`src/hw/rtl/assert_macros.svh`:
```
// ----------------------------------------------------------------------------
// assert_macros
// Concurrent assertion macros shared by the RTL; empty bodies under SYNTH.
// ----------------------------------------------------------------------------
`ifndef ASSERT_MACROS_SVH
`define ASSERT_MACROS_SVH

`ifndef SYNTH

// Condition must hold at every clock edge out of reset.
`define AV_ASSERT(lbl, clk, rstn, cond, msg) \
  lbl: assert property (@(posedge clk) disable iff (!rstn) (cond)) else $error(msg);

// Same-cycle implication.
`define AV_ASSERT_IMP(lbl, clk, rstn, ante, cons, msg) \
  lbl: assert property (@(posedge clk) disable iff (!rstn) (ante) |-> (cons)) else $error(msg);

// Next-cycle implication.
`define AV_ASSERT_NXT(lbl, clk, rstn, ante, cons, msg) \
  lbl: assert property (@(posedge clk) disable iff (!rstn) (ante) |=> (cons)) else $error(msg);

`else

`define AV_ASSERT(lbl, clk, rstn, cond, msg)
`define AV_ASSERT_IMP(lbl, clk, rstn, ante, cons, msg)
`define AV_ASSERT_NXT(lbl, clk, rstn, ante, cons, msg)

`endif

`endif

```
`src/hw/rtl/av1rtp_pkg.sv`:
```
// ----------------------------------------------------------------------------
// av1rtp_pkg
// Shared constants and controller/datapath interface types of the AV1 OBU
// to RTP payload fragmenter.
// ----------------------------------------------------------------------------
`default_nettype none

package av1rtp_pkg;

  // Sequence header cache
  localparam int SEQ_HDR_MAX = 32;
  localparam int SEQ_IDX_W   = $clog2(SEQ_HDR_MAX);
  localparam int SEQ_CNT_W   = $clog2(SEQ_HDR_MAX + 1);

  // Register reset value
  localparam logic [15:0] MFS_RESET = 16'd1200;

  // Aggregation header fields and OBU header masks
  localparam logic [7:0] Z_BIT        = 8'h80;
  localparam logic [7:0] Y_BIT        = 8'h40;
  localparam logic [7:0] N_BIT        = 8'h08;
  localparam logic [7:0] W_ONE        = 8'h10;
  localparam logic [7:0] W_TWO        = 8'h20;
  localparam logic [7:0] TYPE_MASK    = 8'h78;
  localparam logic [7:0] LEN7_MASK    = 8'h7F;
  localparam logic [7:0] OBU_TYPE_SEQ = 8'd1;

  // Source of the next output byte
  typedef enum logic [1:0] {
    SEL_HDR,
    SEL_LEN,
    SEL_SEQ,
    SEL_DATA
  } out_sel_e;

  // Controller to datapath
  typedef struct packed {
    logic     accept;
    logic     emit;
    out_sel_e sel;
    logic     rd_adv;
  } dp_cmd_t;

  // Datapath to controller
  typedef struct packed {
    logic item_emit;
    logic item_open;
    logic with_seq;
    logic rep_empty;
    logic rep_last;
    logic out_free;
  } dp_stat_t;

endpackage

`default_nettype wire

```
`src/hw/rtl/av1rtp_dp.sv`:
```
// ----------------------------------------------------------------------------
// av1rtp_dp
// Datapath: OBU and payload counters, sequence header cache, aggregation
// header build and the output register.
// ----------------------------------------------------------------------------
`default_nettype none
`include "assert_macros.svh"

module av1rtp_dp import av1rtp_pkg::*; (
  input  wire logic        clk_i,
  input  wire logic        rst_ni,
  // configuration
  input  wire logic        cfg_we_i,
  input  wire logic [15:0] cfg_data_i,
  // input item
  input  wire logic [7:0]  data_byte_i,
  input  wire logic        first_of_obu_i,
  input  wire logic [15:0] obu_length_i,
  // control
  input  wire dp_cmd_t     cmd_i,
  output dp_stat_t         stat_o,
  // output item
  input  wire logic        out_stall_i,
  output logic             out_valid_o,
  output logic [7:0]       out_byte_o,
  output logic             packet_start_o,
  output logic             packet_end_o,
  output logic             last_result_o
);

  // Architectural state
  logic [15:0]          mfs_q;
  logic [SEQ_CNT_W-1:0] seq_count_q, seq_count_d;
  logic                 seq_cached_q, seq_cached_d;
  logic                 capturing_q, capturing_d;
  logic [15:0]          obu_left_q, obu_left_d;
  logic [15:0]          pay_left_q, pay_left_d;
  logic                 cont_q, cont_d;

  // Per-item latches for emission
  logic [7:0]           data_q, hdr_q, hdr_d;
  logic                 end_q;
  logic                 with_seq_q, with_seq_d;
  logic [SEQ_CNT_W-1:0] rep_cnt_q, rep_cnt_d;

  // Cache memory and replay pointer
  logic [7:0]           seq_mem [SEQ_HDR_MAX];
  logic [7:0]           rd_data_q;
  logic [SEQ_CNT_W-1:0] rd_ptr_q, rd_ptr_d;

  // Output register
  logic                 out_valid_q;
  logic [7:0]           out_byte_q;
  logic                 out_start_q, out_end_q, out_last_q;

  // Item decode
  logic                 is_seq, ignore, cap_eff, open_pl;
  logic [15:0]          obu_eff, meta, room, take, pl_eff;
  logic [SEQ_CNT_W-1:0] cnt_eff;
  logic [7:0]           obu_type;
  logic                 mem_we;

  always_comb begin
    obu_type = (data_byte_i & TYPE_MASK) >> 3;
    is_seq   = (obu_type == OBU_TYPE_SEQ);
    obu_eff  = first_of_obu_i ? obu_length_i : obu_left_q;
    if (first_of_obu_i) begin
      ignore = (obu_length_i == 16'd0) ||
               (is_seq && (obu_length_i > 16'(SEQ_HDR_MAX)));
    end else begin
      ignore = (obu_left_q == 16'd0);
    end
    cap_eff  = first_of_obu_i ? is_seq : capturing_q;
    cnt_eff  = (first_of_obu_i && is_seq) ? '0 : seq_count_q;
    open_pl  = first_of_obu_i || (pay_left_q == 16'd0);
    // payload sizing: room left after metadata, at least one OBU byte
    meta     = seq_cached_q ? (16'(seq_count_q) + 16'd2) : 16'd1;
    room     = (mfs_q > meta) ? (mfs_q - meta) : 16'd1;
    take     = (room < obu_eff) ? room : obu_eff;
    pl_eff   = open_pl ? take : pay_left_q;
  end

  // Aggregation header byte
  always_comb begin
    hdr_d = seq_cached_q ? (W_TWO | N_BIT) : W_ONE;
    if (!first_of_obu_i && cont_q) begin
      hdr_d = hdr_d | Z_BIT;
    end
    if (take < obu_eff) begin
      hdr_d = hdr_d | Y_BIT;
    end
  end

  // Next state on an accepted item
  always_comb begin
    seq_count_d  = seq_count_q;
    seq_cached_d = seq_cached_q;
    capturing_d  = capturing_q;
    obu_left_d   = obu_left_q;
    pay_left_d   = pay_left_q;
    cont_d       = cont_q;
    with_seq_d   = with_seq_q;
    rep_cnt_d    = rep_cnt_q;
    mem_we       = 1'b0;
    if (cmd_i.accept) begin
      if (first_of_obu_i) begin
        capturing_d = 1'b0;
        cont_d      = 1'b0;
        pay_left_d  = 16'd0;
        obu_left_d  = 16'd0;
        if ((obu_length_i != 16'd0) && is_seq) begin
          seq_cached_d = 1'b0;
          seq_count_d  = '0;
        end
      end
      if (!ignore) begin
        obu_left_d = obu_eff - 16'd1;
        if (cap_eff) begin
          // header capture
          mem_we      = (cnt_eff < SEQ_CNT_W'(SEQ_HDR_MAX));
          seq_count_d = cnt_eff + 1'b1;
          capturing_d = (obu_eff != 16'd1);
          if (obu_eff == 16'd1) begin
            seq_cached_d = 1'b1;
          end
        end else begin
          // payload byte
          pay_left_d = pl_eff - 16'd1;
          with_seq_d = 1'b0;
          if (open_pl) begin
            cont_d = 1'b1;
            if (seq_cached_q) begin
              with_seq_d   = 1'b1;
              rep_cnt_d    = seq_count_q;
              seq_cached_d = 1'b0;
              seq_count_d  = '0;
            end
          end
        end
      end
    end
  end

  // Control state
  always_ff @(posedge clk_i or negedge rst_ni) begin
    if (!rst_ni) begin
      mfs_q        <= MFS_RESET;
      seq_count_q  <= '0;
      seq_cached_q <= 1'b0;
      capturing_q  <= 1'b0;
      obu_left_q   <= 16'd0;
      pay_left_q   <= 16'd0;
      cont_q       <= 1'b0;
      with_seq_q   <= 1'b0;
      rep_cnt_q    <= '0;
      rd_ptr_q     <= '0;
      out_valid_q  <= 1'b0;
    end else begin
      if (cfg_we_i) begin
        mfs_q <= cfg_data_i;
      end
      seq_count_q  <= seq_count_d;
      seq_cached_q <= seq_cached_d;
      capturing_q  <= capturing_d;
      obu_left_q   <= obu_left_d;
      pay_left_q   <= pay_left_d;
      cont_q       <= cont_d;
      with_seq_q   <= with_seq_d;
      rep_cnt_q    <= rep_cnt_d;
      rd_ptr_q     <= rd_ptr_d;
      if (cmd_i.emit) begin
        out_valid_q <= 1'b1;
      end else if (!out_stall_i) begin
        out_valid_q <= 1'b0;
      end
    end
  end

  // Item payload latches
  always_ff @(posedge clk_i) begin
    if (cmd_i.accept) begin
      data_q <= data_byte_i;
      end_q  <= (pl_eff == 16'd1);
      hdr_q  <= hdr_d;
    end
  end

  // Cache memory: one write port, registered read at the replay pointer
  always_comb begin
    if (!cmd_i.rd_adv && (cmd_i.sel != SEL_SEQ)) begin
      rd_ptr_d = '0;
    end else if (cmd_i.rd_adv) begin
      rd_ptr_d = rd_ptr_q + 1'b1;
    end else begin
      rd_ptr_d = rd_ptr_q;
    end
  end

  always_ff @(posedge clk_i) begin
    if (mem_we) begin
      seq_mem[cnt_eff[SEQ_IDX_W-1:0]] <= data_byte_i;
    end
    rd_data_q <= seq_mem[rd_ptr_d[SEQ_IDX_W-1:0]];
  end

  // Output register load
  always_ff @(posedge clk_i) begin
    if (cmd_i.emit) begin
      unique case (cmd_i.sel)
        SEL_HDR: begin
          out_byte_q  <= hdr_q;
          out_start_q <= 1'b1;
          out_end_q   <= 1'b0;
          out_last_q  <= 1'b0;
        end
        SEL_LEN: begin
          out_byte_q  <= 8'(rep_cnt_q) & LEN7_MASK;
          out_start_q <= 1'b0;
          out_end_q   <= 1'b0;
          out_last_q  <= 1'b0;
        end
        SEL_SEQ: begin
          out_byte_q  <= rd_data_q;
          out_start_q <= 1'b0;
          out_end_q   <= 1'b0;
          out_last_q  <= 1'b0;
        end
        default: begin
          out_byte_q  <= data_q;
          out_start_q <= 1'b0;
          out_end_q   <= end_q;
          out_last_q  <= 1'b1;
        end
      endcase
    end
  end

  // Status to controller
  always_comb begin
    stat_o.item_emit = !ignore && !cap_eff;
    stat_o.item_open = open_pl;
    stat_o.with_seq  = with_seq_q;
    stat_o.rep_empty = (rep_cnt_q == '0);
    stat_o.rep_last  = (SEQ_CNT_W'(rd_ptr_q + 1'b1) == rep_cnt_q);
    stat_o.out_free  = !out_valid_q || !out_stall_i;
  end

  assign out_valid_o    = out_valid_q;
  assign out_byte_o     = out_byte_q;
  assign packet_start_o = out_start_q;
  assign packet_end_o   = out_end_q;
  assign last_result_o  = out_last_q;

  // Checks
  `AV_ASSERT(a_cnt_bound, clk_i, rst_ni, seq_count_q <= SEQ_CNT_W'(SEQ_HDR_MAX), "seq count overflow")
  `AV_ASSERT(a_cache_excl, clk_i, rst_ni, !(seq_cached_q && capturing_q), "cached while capturing")
  `AV_ASSERT_IMP(a_start_not_last, clk_i, rst_ni, out_valid_q && out_start_q, !out_last_q, "header byte marked last")

endmodule

`default_nettype wire

```
`src/hw/rtl/av1rtp_ctrl.sv`:
```
// ----------------------------------------------------------------------------
// av1rtp_ctrl
// Controller: accepts one item, then sequences the output bytes it causes
// (aggregation header, length, cached header, data byte).
// ----------------------------------------------------------------------------
`default_nettype none
`include "assert_macros.svh"

module av1rtp_ctrl import av1rtp_pkg::*; (
  input  wire logic     clk_i,
  input  wire logic     rst_ni,
  input  wire logic     in_valid_i,
  output logic          in_stall_o,
  input  wire dp_stat_t stat_i,
  output dp_cmd_t       cmd_o
);

  localparam logic [2:0] S_IDLE = 3'd0;
  localparam logic [2:0] S_HDR  = 3'd1;
  localparam logic [2:0] S_LEN  = 3'd2;
  localparam logic [2:0] S_SEQ  = 3'd3;
  localparam logic [2:0] S_DATA = 3'd4;

  logic [2:0] state_q, state_d;

  // Next state and commands
  always_comb begin
    state_d       = state_q;
    cmd_o.accept  = 1'b0;
    cmd_o.emit    = 1'b0;
    cmd_o.sel     = SEL_DATA;
    cmd_o.rd_adv  = 1'b0;
    unique case (state_q)
      S_IDLE: begin
        cmd_o.accept = in_valid_i;
        if (in_valid_i && stat_i.item_emit) begin
          state_d = stat_i.item_open ? S_HDR : S_DATA;
        end
      end
      S_HDR: begin
        cmd_o.sel  = SEL_HDR;
        cmd_o.emit = stat_i.out_free;
        if (stat_i.out_free) begin
          state_d = stat_i.with_seq ? S_LEN : S_DATA;
        end
      end
      S_LEN: begin
        cmd_o.sel  = SEL_LEN;
        cmd_o.emit = stat_i.out_free;
        if (stat_i.out_free) begin
          state_d = stat_i.rep_empty ? S_DATA : S_SEQ;
        end
      end
      S_SEQ: begin
        cmd_o.sel    = SEL_SEQ;
        cmd_o.emit   = stat_i.out_free;
        cmd_o.rd_adv = stat_i.out_free;
        if (stat_i.out_free && stat_i.rep_last) begin
          state_d = S_DATA;
        end
      end
      S_DATA: begin
        cmd_o.sel  = SEL_DATA;
        cmd_o.emit = stat_i.out_free;
        if (stat_i.out_free) begin
          state_d = S_IDLE;
        end
      end
      default: begin
        state_d = S_IDLE;
      end
    endcase
  end

  always_ff @(posedge clk_i or negedge rst_ni) begin
    if (!rst_ni) begin
      state_q <= S_IDLE;
    end else begin
      state_q <= state_d;
    end
  end

  assign in_stall_o = (state_q != S_IDLE);

  // Checks
  `AV_ASSERT_NXT(a_emit_leaves_idle, clk_i, rst_ni, cmd_o.accept && stat_i.item_emit, state_q != S_IDLE, "emitting item left controller idle")
  `AV_ASSERT_NXT(a_data_ends_item, clk_i, rst_ni, (state_q == S_DATA) && cmd_o.emit, state_q == S_IDLE, "data byte did not end item")
  `AV_ASSERT_IMP(a_replay_only_seq, clk_i, rst_ni, state_q == S_SEQ, stat_i.with_seq, "replay without cached header")

endmodule

`default_nettype wire

```
`src/hw/rtl/av1_obu_rtp_fragmenter.sv`:
```
// ----------------------------------------------------------------------------
// av1_obu_rtp_fragmenter
// AV1 OBU to RTP payload fragmenter with sequence header caching.
// ----------------------------------------------------------------------------
// Takes one OBU byte per transaction and emits RTP payload bytes, each
// payload opened by a Z|Y|W|N aggregation header. Sequence header OBUs (up to
// SEQ_HDR_MAX bytes) are cached and replayed, with a length byte, in the next
// payload that opens. A byte that produces no output (header capture, stray
// or ignored byte) is simply accepted. A data byte that opens a payload is
// preceded by the aggregation header and, on replay, the length byte and the
// cached header bytes. The controller moves one output byte per cycle while
// the output is not stalled, through a single output register, and holds off
// the input while an item's bytes drain. The user must write max_fragment_size
// through the configuration port only while the block is idle; the block does
// not enforce this. The cache needs no clearing pass after reset.
// ----------------------------------------------------------------------------
`default_nettype none

module av1_obu_rtp_fragmenter import av1rtp_pkg::*; (
  input  wire logic        clk_i,
  input  wire logic        rst_ni,
  // configuration write channel
  input  wire logic        cfg_valid_i,
  output logic             cfg_ready_o,
  input  wire logic [15:0] cfg_data_i,
  // input channel
  input  wire logic        in_valid_i,
  output logic             in_stall_o,
  input  wire logic [7:0]  data_byte_i,
  input  wire logic        first_of_obu_i,
  input  wire logic [15:0] obu_length_i,
  // output channel
  output logic             out_valid_o,
  input  wire logic        out_stall_i,
  output logic [7:0]       out_byte_o,
  output logic             packet_start_o,
  output logic             packet_end_o,
  output logic             last_result_o
);

  dp_cmd_t  cmd;
  dp_stat_t stat;

  assign cfg_ready_o = 1'b1;

  av1rtp_ctrl u_ctrl (
    .clk_i      (clk_i),
    .rst_ni     (rst_ni),
    .in_valid_i (in_valid_i),
    .in_stall_o (in_stall_o),
    .stat_i     (stat),
    .cmd_o      (cmd)
  );

  av1rtp_dp u_dp (
    .clk_i          (clk_i),
    .rst_ni         (rst_ni),
    .cfg_we_i       (cfg_valid_i && cfg_ready_o),
    .cfg_data_i     (cfg_data_i),
    .data_byte_i    (data_byte_i),
    .first_of_obu_i (first_of_obu_i),
    .obu_length_i   (obu_length_i),
    .cmd_i          (cmd),
    .stat_o         (stat),
    .out_stall_i    (out_stall_i),
    .out_valid_o    (out_valid_o),
    .out_byte_o     (out_byte_o),
    .packet_start_o (packet_start_o),
    .packet_end_o   (packet_end_o),
    .last_result_o  (last_result_o)
  );

endmodule

`default_nettype wire
```
`config.mk`:
```
export PLATFORM = sky130hd
export DESIGN_NAME = av1_obu_rtp_fragmenter
export DESIGN_NICKNAME = d
export VERILOG_FILES = /design/src/hw/rtl/av1rtp_pkg.sv /design/src/hw/rtl/av1rtp_dp.sv /design/src/hw/rtl/av1rtp_ctrl.sv /design/src/hw/rtl/av1_obu_rtp_fragmenter.sv
export VERILOG_INCLUDE_DIRS = /design/src /design/src/hw/rtl
export SDC_FILE = /design/constraint.sdc
export NUM_CORES = 1
export LEC_CHECK = 0
export BUFFER_PORTS_ARGS = -buffer_cell sky130_fd_sc_hd__buf_2
export CELL_PAD_IN_SITES_DETAIL_PLACEMENT = 1
export CELL_PAD_IN_SITES_GLOBAL_PLACEMENT = 1
export CORE_MARGIN = 2
export CORE_UTILIZATION = 48
export DETAILED_ROUTE_END_ITERATION = 10
export GPL_ROUTABILITY_DRIVEN = 0
export GPL_TIMING_DRIVEN = 0
export PLACE_DENSITY_LB_ADDON = 0.1
export SLEW_MARGIN = 20
export SYNTH_ARGS = -nofsm -noshare
export SYNTH_HDL_FRONTEND = slang
export SYNTH_HIERARCHICAL = 1
export SYNTH_SLANG_ARGS = --single-unit
```
`constraint.sdc`:
```
create_clock -name clk_i -period 20.1 [get_ports clk_i]
set_clock_uncertainty 0.15 [all_clocks]
set_input_delay 3.015 -clock clk_i [delete_from_list [all_inputs] [get_ports clk_i]]
set_output_delay 3.015 -clock clk_i [all_outputs]
set_load 0.1 [all_outputs]
```
; ---- Word-level counts from Yosys, hierarchy flattened
; Memories as Yosys holds them, arrays and structs flattened. A register that Yosys moved wholly into a read port is not among the register bits.
; Cells that the tools add are included.
[word_totals]
ram_bits = 256
input_bits = 46
word_cells = 146
latchBits = 0
out_inout_bits = 14
register_bits = 102
mem_count = 1
mem_bits_ro = 0
[classes]
magnitude_cmp = 5
n_reduce_logical = 31
n_bitwise = 2
div = 0
n_addsub = 6
n_shift = 0
n_mux = 61
mul = 0
eq_ne = 19
[memory_table]
columns = memory, words, word_bits, rd, rd_ports_with_merged_regs, write_ports, line
row1 = u_dp.seq_mem, 32, 8, 1, 1, 1, av1rtp_dp.sv:47  ; logic [7:0] seq_mem [SEQ_HDR_MAX];
[ops]
columns = op, n
row1 = 2-to-1 mux 16 bit, 10
row2 = 2-to-1 mux 6 bit, 10
row3 = zero test 16 bit, 3
row4 = equality test 16 x 1 -> 1 bit (second input constant), 2
row5 = < comparator 16 bit, 2
row6 = subtractor 16 x 1 -> 16 bit (second input constant), 2
row7 = 2-to-1 mux 1 bit, 29
row8 = 2-to-1 mux 3 bit, 8
row9 = case mux 8 bit (3 select lines), 1
row10 = > comparator 16 bit, 1
row11 = > comparator 16 x 6 -> 1 bit (second input constant), 1
row12 = != test 16 x 1 -> 1 bit (second input constant), 1
row13 = nonzero test 16 bit, 1
row14 = subtractor 16 bit, 1
row15 = case mux 3 bit (5 select lines), 1
row16 = adder 6 x 1 -> 6 bit (second input constant), 2
row17 = != test 2 x 1 -> 1 bit (second input constant), 6
row18 = case mux 3 bit (4 select lines), 1
row19 = AND reduction 5 bit, 2
row20 = logical AND 1 bit, 8
row21 = 2-to-1 mux 8 bit, 1
row22 = adder 6 x 2 -> 7 bit (second input constant), 1
row23 = equality test 3 x 2 -> 1 bit (second input constant), 2
row24 = equality test 6 bit, 1
row25 = 18 further kinds, 27

; ---- Logic depth before layout (Yosys ltp)
[depth]
word_depth = 10
mapped_depth = 33
depth_no_buf = 30

; ---- Cells and area by module
; The synthesis kept the hierarchy.
[modules_own_cells]
columns = mod, area_per_inst_um2, instances, seq_area_each_um2, cells_per_inst
row1 = av1rtp_dp, 17489.3, 1, 10349.9, 1551
row2 = av1rtp_ctrl, 304.0, 1, 75.1, 38
row3 = av1_obu_rtp_fragmenter, 11.3, 1, 0.0, 2

; ---- Least setup slack after synthesis
; OpenSTA, ideal clock, no wires.
[synth_path]
path_type = input port to flip-flop
startpoint = in first_of_obu_i
endpoint = reg u_dp.hdr_q[6] (data pin)
path_buffers = 6
slack_ns = 11.644
stages = 25
required_time_ns = 19.770
setup_ns = 0.180
arrival_time_ns = 8.126
cell_sequence = clkbuf_1 clkbuf_1 clkbuf_1 clkbuf_1 mux2i_1 ha_1 nand4_1 a31oi_1 or4_1 a21o_1 buf_6 a21o_1 nand2_1 clkbuf_1 nand2_1 o21ai_0 ha_1 nor2b_1 o21ai_0 nand2b_1 a21oi_1 nor2b_1 o21ai_0 nand2b_1 a221oi_1
[synth_via]
elab_chain_len = 4
[synth_rtl]
columns = element, line
row1 = from (decl), av1_obu_rtp_fragmenter.sv:30  ; input wire logic first_of_obu_i,
row2 = 2-to-1 mux 16 bit (*), av1rtp_dp.sv:66  ; obu_eff = first_of_obu_i ? obu_length_i : obu_left_q;
row3 = < comparator 16 bit, av1rtp_dp.sv:79  ; take = (room < obu_eff) ? room : obu_eff;
row4 = 2-to-1 mux 16 bit, av1rtp_dp.sv:79
row5 = < comparator 16 bit (*), av1rtp_dp.sv:89  ; if (take < obu_eff) begin
row6 = to (signal assigned), av1rtp_dp.sv:184  ; hdr_q <= hdr_d;
row7 = to (decl), av1rtp_dp.sv:41  ; logic [7:0] data_q, hdr_q, hdr_d;
; Mark *: on every way between the ends. The rest lies on a longest branch, timed or not.
; A chain may end at the register's enable or synchronous reset.

; ---- Worst setup path after layout
; Ends and elaborated chain as after synthesis.

==> results.txt <==
The flow ran to the end, and the final reports show no timing, DRC or antenna violations. The length of the first detailed-routing pass in iterations came out at 5. In the synthesized netlist the async set-or-reset flop fraction comes to 0.204. The synthesized netlist net count came out at 1,685. The aggregate global-route resource usage is 0.291. The number of vias per cell came out at 6.19. For this run, the slowest stage of the critical path takes 0.90 ns.

Setup repair after global routing left no endpoint under its margin. The worst-case IR drop observed on VDD is 0.0894 mV. The combinational cell fraction of total power is 0.277.

The worst pin sits at a relative slew slack of 0.263. Of the total power, the clock network draws 0.329. The reported leakage power came out at 7.47 nW. The vertical die dimension came out at 197 µm. The H-tree generated during clock tree synthesis spans 2 levels. The violation count after the first detailed-route iteration came out at 1,252. The die width is 197 µm.

The summed negative setup slack over all endpoints is 0 ns. The sequential share of power is 0.394. The count of standard-cell rows is 70. The final hold violation count is 0. The library cell used most frequently in the layout, excluding fill and tap cells, is sky130_fd_sc_hd__nand2_1. The number of hold buffers added after CTS came out at 0. The average routed wire per standard cell came out at 25.1 µm. The buffer levels on the longest clock path came out at 3.

The worst hold path was traced through 0 stages. The depth of the most critical reg-to-reg path came out at 29. The cell sitting at the root of the clock tree is a sky130_fd_sc_hd__clkbuf_16.

The number of port buffers is 56. The cell area that synthesis handed to floorplanning was 17,800 µm². The startpoint type of the worst setup path is an input port. The post-layout minimum cycle time is 10.69 ns. The kind of cell with the highest combined delay along the critical path is buffers and inverters.

Counting both buffers and inverters, the worst setup path holds a total of 6. The clock edge transition at the registers on the reported setup and hold paths is 0.06 ns. The number of buffers inserted during clock tree synthesis came out at 40. The first global-routing pass estimated 83,800 µm of wire. The total of max-cap violations came out at 0.

The number of sinks driven by the clock tree came out at 362. The clock reaches the later pin of the worst-skew pair after 0.56 ns. Of the total power, the share spent switching nets is 0.337.

STA puts the critical path data arrival time at 10.76 ns. Summing all placed instances gives a cell area of 18,700 µm². The adder-cell share of the synthesized area came out at 0.0342. The wire length reported by the detailed router came out at 55,100 µm. The number of enable-type register cells in the synthesized netlist came out at 280. The area of the die is 38,600 µm². By startpoint and endpoint, the worst setup path is classified as in -> reg. The combinational family with the most area after synthesis is simple AND/OR/NAND/NOR gates. The number of top-level pins came out at 60. The estimated wirelength of the detail-placed design is 38,900 µm. The top cell types in the final layout, fill and taps aside, are 343 x sky130_fd_sc_hd__nand2_1, 280 x sky130_fd_sc_hd__edfxtp_1, 81 x sky130_fd_sc_hd__clkbuf_1, 80 x sky130_fd_sc_hd__nand3_1, 76 x sky130_fd_sc_hd__nor2_1.

For the pin with the worst max-slew slack, the measured transition is 1.08 ns. The setup-violating endpoint count in the final report is 0. The total number of cells along the worst setup path is 25. The fraction of synthesized cell area in xor and xnor cells is 0.0212. The total overflow left after global routing is 0. The ratio of total power to cell area is 117 nW/µm². After synthesis, the mean cell area works out to 11.2 µm². The relative area change from synthesis to final layout came out at 12.9%. The share of the Yosys chip area taken by registers is 0.586. Entering global routing, the biggest net connects 54 pins.

The internal power summed over all cells came out at 1.56 mW. The synthesis warning total is 6. Summed over all nets, the switching power comes to 0.791 mW. The number of nets in the layout is 1,786. For this design, the slowest cell found on the critical path is sky130_fd_sc_hd__a221oi_1. The cell repeated most along the worst path is sky130_fd_sc_hd__clkbuf_1. The dominant register cell in the synthesized netlist is sky130_fd_sc_hd__edfxtp_1. The cell count after synthesis came out at 1,591. The multiplexer fraction of the synthesized cell area came out at 0.0346. After clock tree synthesis, the repair step resized 0 gates. The element type at the critical path end is a flop. The initial antenna violation count came to 4. The post-route fraction of the period consumed by the critical path is 0.532. Of the total synthesized cell area, the portion taken by AND, OR, NAND and NOR gates is 0.178. TritonCTS built the clock tree.

The worst hold path belongs to the class reg -> reg. The post-layout utilization of the core came out at 0.549. The number of register bits inferred by synthesis is 362. The total number of vias is 13,600. The upper clock frequency limit came out at 0.0935 GHz. The starting density of the core is 0.486. The setup fix buffers added after clock tree synthesis is 0. The final instance area came out at 20,100 µm².

The filler cell count came out at 3,912. Once detail routing completed, the nets flagged for antenna violations numbered 0. The fraction of layout instances using a drive strength above 1 came out at 0.106. Counting distinct cell types in the post-synthesis netlist gives 89. The total area inside the core boundary comes to 36,600 µm².

The number of global-route vias before repair came out at 13,900. The compound-gate portion of the synthesized area was 0.115. Of all nets on the critical path, the largest fanout is 10.

The final count of pins violating max slew was 0. The DRC violation count after routing came out at 0. The hold slack came out at 0.317 ns. For the worst setup path, the data required time is 20.17 ns.
final cells by class:
type	count	area [µm²]	area share
antenna	4	10.0	0.000498
timing repair buffer	59	332	0.0165
inverter	35	131	0.00653
tap	468	586	0.0291
clock buffer	49	1080	0.0535
clock inverter	23	290	0.0144
multi-input combinational	1101	6840	0.340
buffer	93	412	0.0205
sequential	362	10400	0.519
path summary, 6_finish.rpt:
check,slack (ns),from,end
worst max-delay path,9.41,first_of_obu_i,u_dp/hdr_q[6]
worst min-delay path,0.32,u_dp/seq_cached_q,u_dp/hdr_q[5]
worst max register to register,11.16,u_dp/seq_count_q[2],u_dp/hdr_q[6]
worst min register to register,0.32,u_dp/seq_cached_q,u_dp/hdr_q[5]
max in group asynchronous,16.98,rst_ni,u_dp/obu_left_q[9]
min in group asynchronous,2.20,rst_ni,u_dp/mfs_q[3]
kinds of logic (layout without fill, tap and decap cells):
logic type,Yosys count,in the layout
AO/OA/AOI/OAI,277,277
XOR/XNOR,43,43
adder cells (fa/ha/maj),48,48
buffers and inverters,128,259
flip-flops,362,362
multiplexers,54,54
other,1,5
AND/OR/NAND/NOR,678,678
metrics by stage:
step | setup slack, ns | power, mW | std cells
5_1_grt | 8.89 | 2.46 | 2190
6_report | 9.41 | 2.35 | 2194
3_3_place_gp | 9.19 | 1.56 | 2115
3_5_place_dp | 8.94 | 1.58 | 2118
2_1_floorplan | 11.64 | 1.39 | 1591
4_1_cts | 9.54 | 2.35 | 2190
per-layer routing:
layer / vias up / global-route usage / part of all wire
met3: 98 / 0.0777 / 0.084
met1: 6914 / 0.407 / 0.44
met2: 441 / 0.450 / 0.45
li1: 6129 / - / -
met4: 6 / 0.0774 / 0.023
met5: - / 0 / 0.00076
flip-flops by register name, indices dropped and copies added, names as in the netlist, 4 cells and up:
name / flops
u_dp/rep_cnt_q: 6
u_dp/seq_mem: 256
u_dp/data_q: 8
u_dp/mfs_q: 16
u_dp/seq_count_q: 6
u_dp/obu_left_q: 16
u_dp/pay_left_q: 16
u_dp/hdr_q: 4
u_dp/out_byte_o: 8
u_dp/rd_ptr_q: 6
u_dp/rd_data_q: 8
synth_stat cells, drive strengths merged (8+ instances only):
cell | count | area share
and2 | 8 | 0.0028
o311ai | 11 | 0.0058
xor2 | 21 | 0.010
a311o | 9 | 0.0051
dfxtp | 8 | 0.0090
a21oi | 33 | 0.0095
o31ai | 18 | 0.0079
and3 | 56 | 0.020
nand2b | 8 | 0.0028
o21ai | 59 | 0.017
a22o | 10 | 0.0049
xnor2 | 22 | 0.011
nand4 | 12 | 0.0042
or3 | 11 | 0.0041
mux2i | 24 | 0.014
nand2 | 344 | 0.073
clkbuf | 75 | 0.016
nor4 | 13 | 0.0058
dfrtp | 70 | 0.098
nor3 | 24 | 0.0067
nor2b | 16 | 0.0056
nand3 | 80 | 0.022
a311oi | 59 | 0.029
buf | 18 | 0.0073
mux2 | 27 | 0.017
edfxtp | 280 | 0.47
nor2 | 78 | 0.017
inv | 35 | 0.0074
ha | 47 | 0.033
power by group through the flow:
stage	clock [mW]	combinational, mW	sequential [mW]
after floorplan	0	0.381	1.01
after global routing	0.813	0.712	0.932
after CTS	0.785	0.645	0.925
final	0.772	0.652	0.925
after global placement	0	0.618	0.937
after detailed placement	0	0.639	0.940
Power figures use the tool's default switching activity.
